### src/rtl/rle_delta_tile_layer_decoder_assert.svh
// Assertion macros for the tile layer decoder.
// Define ASSERT_OFF to compile the checks out.
`ifndef RLE_DELTA_TILE_LAYER_DECODER_ASSERT_SVH
`define RLE_DELTA_TILE_LAYER_DECODER_ASSERT_SVH

`ifndef ASSERT_OFF

// cond must hold at every clock edge out of reset
`define RDTL_ASSERT_ALWAYS(lbl, clk, rst_n, cond) \
    lbl: assert property (@(posedge clk) disable iff (!(rst_n)) (cond)) \
        else $error("rdtl assertion failed");

// cons must hold at every edge where ante holds
`define RDTL_ASSERT_IMPLY(lbl, clk, rst_n, ante, cons) \
    lbl: assert property (@(posedge clk) disable iff (!(rst_n)) (ante) |-> (cons)) \
        else $error("rdtl implication failed");

`else

`define RDTL_ASSERT_ALWAYS(lbl, clk, rst_n, cond)
`define RDTL_ASSERT_IMPLY(lbl, clk, rst_n, ante, cons)

`endif

`endif

### src/rtl/rdtl_pkg.sv
`timescale 1ns / 1ps
`default_nettype none

package rdtl_pkg;

    localparam int TILE_W    = 8;   // stored tile byte
    localparam int LIT_W     = 7;   // literal and running sum
    localparam int ADDR_W    = 12;  // tile address
    localparam int ALU_W     = 13;  // shared adder, holds a count up to 4096
    localparam int OP_W      = 2;
    localparam int CFG_IDX_W = 2;
    localparam int CFG_W     = 7;   // widest register

    localparam logic [OP_W-1:0] OP_START = 2'd0;
    localparam logic [OP_W-1:0] OP_PUSH  = 2'd1;
    localparam logic [OP_W-1:0] OP_READ  = 2'd2;

    localparam logic [CFG_IDX_W-1:0] CFG_RUN_FILLS_ZERO = 2'd0;
    localparam logic [CFG_IDX_W-1:0] CFG_ACC_ENABLE     = 2'd1;
    localparam logic [CFG_IDX_W-1:0] CFG_ACC_SEED       = 2'd2;

    localparam logic [LIT_W-1:0] SEED_RESET = 7'd64;

    typedef struct packed {
        logic [ALU_W-1:0] a;
        logic [ALU_W-1:0] b;
        logic [ALU_W-1:0] lim;
    } t_alu_req;

    typedef struct packed {
        logic [ALU_W-1:0] sum;
        logic             a_lt;
    } t_alu_rsp;

    typedef struct packed {
        logic              we;
        logic [ADDR_W-1:0] waddr;
        logic [TILE_W-1:0] wdata;
        logic              re;
        logic [ADDR_W-1:0] raddr;
    } t_mem_req;

endpackage

`default_nettype wire

### src/rtl/rdtl_alu.sv
`timescale 1ns / 1ps
`default_nettype none

module rdtl_alu
    import rdtl_pkg::*;
(
    input  t_alu_req i_req,
    output t_alu_rsp o_rsp
);

    // one adder and one bound compare, shared by the sequencer steps
    always_comb begin
        o_rsp.sum  = i_req.a + i_req.b;
        o_rsp.a_lt = (i_req.a < i_req.lim);
    end

endmodule

`default_nettype wire

### config.mk
export PLATFORM = sky130hd
export DESIGN_NAME = rdtl_alu
export DESIGN_NICKNAME = d
export VERILOG_FILES = /design/src/rtl/rle_delta_tile_layer_decoder_assert.svh /design/src/rtl/rdtl_pkg.sv /design/src/rtl/rdtl_alu.sv
export SDC_FILE = /design/constraint.sdc
export NUM_CORES = 1
export LEC_CHECK = 0
export ABC_AREA = 0
export CORE_MARGIN = 5
export CORE_UTILIZATION = 55
export DETAILED_ROUTE_END_ITERATION = 6
export DONT_BUFFER_PORTS = 1
export PLACE_DENSITY = 0.72
export SYNTH_ARGS = -nofsm -noshare
export SYNTH_HDL_FRONTEND = slang
export SYNTH_SLANG_ARGS = --single-unit
### constraint.sdc
create_clock -name vclk -period 3.8
set_input_delay 0.76 -clock vclk [all_inputs]
set_output_delay 0.76 -clock vclk [all_outputs]
set_load 0.02 [all_outputs]
==> flow_summary.rst <==
.. list-table::
   :header-rows: 1

   * - Metric
     - Value
   * - Quantity of gates resized following cts
     - 0
   * - Wire length on met3
     - roughly 160 µm
   * - Min cycle time layout
     - about 3.4 ns
   * - First-iteration detailed-routing DRC count
     - 4
   * - Total Negative Setup Slacks
     - 0 ns
   * - Final-stage net count
     - approximately 180
   * - Initial core utilization
     - 57.65%
   * - Largest driver fanout on the critical path
     - 3
   * - Met1 Wirelength
     - 885 µm
   * - Area occupied by registers
     - 0 µm²
   * - Synthesis Warnings
     - 0
   * - Series of cell instances along the critical path
     - ha_1 -> fa_1 -> a21o_2 -> a311oi_2 -> nor3_2 -> o41ai_2 -> xnor2_1
   * - Post-synthesis cell count
     - roughly 110
   * - Number of primary I/O pins
     - 53
   * - Synth Net Count
     - 178
   * - Number of buffers inserted for hold repair after clock tree synthesis
     - 0
   * - X dimension of the die
     - a little under 50 µm
   * - Overall die height
     - about 50 µm
   * - Classification of the worst-slack hold path
     - primary input to output port
   * - Max-cap violations
     - 0
   * - Fin Hold WS
     - approximately 1.7 ns
   * - Highest clock rate
     - around 300 MHz
   * - Critical path type
     - primary input to output port
   * - Mean area per synthesized cell
     - 7.529 µm²
   * - Number of placed cells counting well taps
     - 131
   * - Worst slew margin relative to its limit
     - 65.09%
   * - Data arrival at the endpoint of the critical path
     - 2.63 ns
   * - Number of max-slew violations in the final report
     - 0
   * - Detailed route wirelength on metal2
     - roughly 840 µm
   * - Fill count
     - 150
   * - Setup Fix Bufs, Post-CTS
     - 0
   * - Synthesis-to-layout area growth
     - 3.207%
   * - Vias per inst
     - between 6 and 7
   * - RSZ-0062 raised after global routing
     - no
   * - Count of endpoints failing hold in the final timing report
     - 0
   * - Largest voltage drop on the vdd net
     - approximately 0.073 mV
   * - Vias post-DR
     - 808
   * - Total detailed-routing wirelength
     - 1.883 mm
   * - Worst setup startpoint
     - i_req[13]
   * - Number of different library cells in the post-synthesis netlist
     - 27
   * - Vias in the first global route
     - 690
   * - Result of the run
     - finished clean
   * - Most frequent cells in the layout
     - sky130_fd_sc_hd__ha_1, sky130_fd_sc_hd__a21oi_1, sky130_fd_sc_hd__inv_1
   * - Core Area
     - 1489 µm²
   * - Number of routed nets with antenna violations
     - 0
   * - Slowest stage cell on the critical path
     - sky130_fd_sc_hd__fa_1
   * - Portion of the post-synthesis area used by sequential elements
     - 0%
   * - Length of the first detailed-routing pass in iterations
     - 7
   * - Crit path capture type
     - output port
   * - GRT Total Usage
     - 14.20%
   * - Clock buffer count
     - 0
   * - Flip-flop and latch count
     - 0
   * - Kind of launch point of the worst setup path
     - primary input
   * - DRC Markers
     - 0
   * - CP max stage delay
     - 0.41 ns
   * - Critical path destination
     - o_rsp[11]
   * - Fraction of the cycle the final worst path needs
     - 89.23%
   * - Global placer's final weighted congestion
     - between 0.7 and 0.8
   * - Commonest non-fill, non-tap cell in the layout
     - sky130_fd_sc_hd__ha_1
   * - Gr ovfl total
     - 0
   * - Cell Pwr Density
     - 194.8 nW/µm²
   * - Final non-filler cell total
     - around 130
   * - Combined area of all synthesized cells
     - 858.3 µm²
   * - Post-layout utilization of the core
     - 59.50%
   * - Slew of the pin with the lowest slew margin
     - 0.5199 ns
   * - Dpl hpwl
     - 1.756 mm
   * - Total of buffers placed on input and output ports
     - 0
   * - Setup Viol. Count Final
     - 0
   * - Required time of the critical path
     - 3.04 ns
   * - Highest routing layer actually used
     - met3
   * - Number of placement rows
     - 14
   * - Area enclosed by the die boundary
     - 2451 µm²
   * - Number of antenna violations at the first check in global routing
     - 0
   * - Fraction of final layout cells with drive strength greater than 1
     - 6.087%
   * - Pin count of the biggest net entering global routing
     - 8
   * - Wirelength per Cell
     - around 14 µm
   * - PnR Total Power
     - about 170 µW
   * - Diodes inserted
     - 0
   * - LEAKAGE
     - 0.0004848 µW
   * - Wire length of the first global-routing pass
     - approximately 3.0 mm
## layer usage
| metal | vias up | track usage [%] |
|---|---|---|
| li1 | 426 | - |
| met1 | 349 | 21.42 |
| met2 | 33 | 21.67 |
| met3 | 0 | 3.313 |
| met4 | 0 | 0 |
| met5 | - | 0 |
## worst max-delay path, delay by kind of cell
kind,cells,cell delay (ns)
AOI/OAI and AO/OA,3,0.84
adders and majority gates,2,0.62
xor gates and xnor gates,1,0.31
and+or+nand+nor,1,0.10
## where the power goes
part	total [µW]	switching, µW	leakage [µW]	internal (µW)
combinational	173	109	0.000485	63.8
clock	0	0	0	0
sequential	0	0	0	0
total	173	109	0.000485	63.8
## cell type report
| class | count | area [µm²] | area share (%) |
|---|---|---|---|
| Multi-Input combinational cell | 102 | 813.3 | 91.81 |
| Inverter | 12 | 45.04 | 5.085 |
| Tap cell | 16 | 20.02 | 2.260 |
| Timing Repair Buffer | 1 | 7.507 | 0.8475 |
## logic make-up after synthesis
group	Yosys count	synth area share, %
and+or+nand+nor	30	17.35
AOI/OAI and AO/OA	36	28.86
xor gates and xnor gates	11	11.23
buffers and inverters	12	5.247
adders and majority gates	25	37.32
## metrics by stage
step | worst slack [ns] | instance area, µm²
after global routing | 0.3628 | 885.9
after CTS | 0.3986 | 885.9
after global placement | 0.4553 | 885.9
final | 0.4092 | 885.9
after floorplan | 0.5394 | 858.3
after detailed placement | 0.4043 | 885.9
## Yosys cell counts (2+ instances only)
| cell type | count | share of area [%] |
|---|---|---|
| sky130_fd_sc_hd__nand4_1 | 4 | 2.9 |
| sky130_fd_sc_hd__nor2_1 | 8 | 3.5 |
| sky130_fd_sc_hd__nand2_1 | 9 | 3.9 |
| sky130_fd_sc_hd__inv_1 | 12 | 5.2 |
| sky130_fd_sc_hd__nand3_1 | 2 | 1.2 |
| sky130_fd_sc_hd__ha_1 | 24 | 35 |
| sky130_fd_sc_hd__xnor2_1 | 8 | 8.2 |
| sky130_fd_sc_hd__xor2_1 | 3 | 3.1 |
| sky130_fd_sc_hd__and3_1 | 2 | 1.5 |
| sky130_fd_sc_hd__a21oi_1 | 14 | 8.2 |
| sky130_fd_sc_hd__a21o_1 | 9 | 7.9 |
| sky130_fd_sc_hd__o21ai_0 | 4 | 2.3 |
## worst min path at each step
stage                    from  endpoint  slack [ns]  cells after the start
finish              i_req[26]  o_rsp[1]        1.73                      1
floorplan           i_req[26]  o_rsp[1]        1.72                      1
detailed placement  i_req[26]  o_rsp[1]        1.73                      1
global route        i_req[26]  o_rsp[1]        1.74                      1
global placement    i_req[26]  o_rsp[1]        1.73                      1
CTS                 i_req[26]  o_rsp[1]        1.73                      1
No activity file was read; power rests on OpenSTA's default activity.
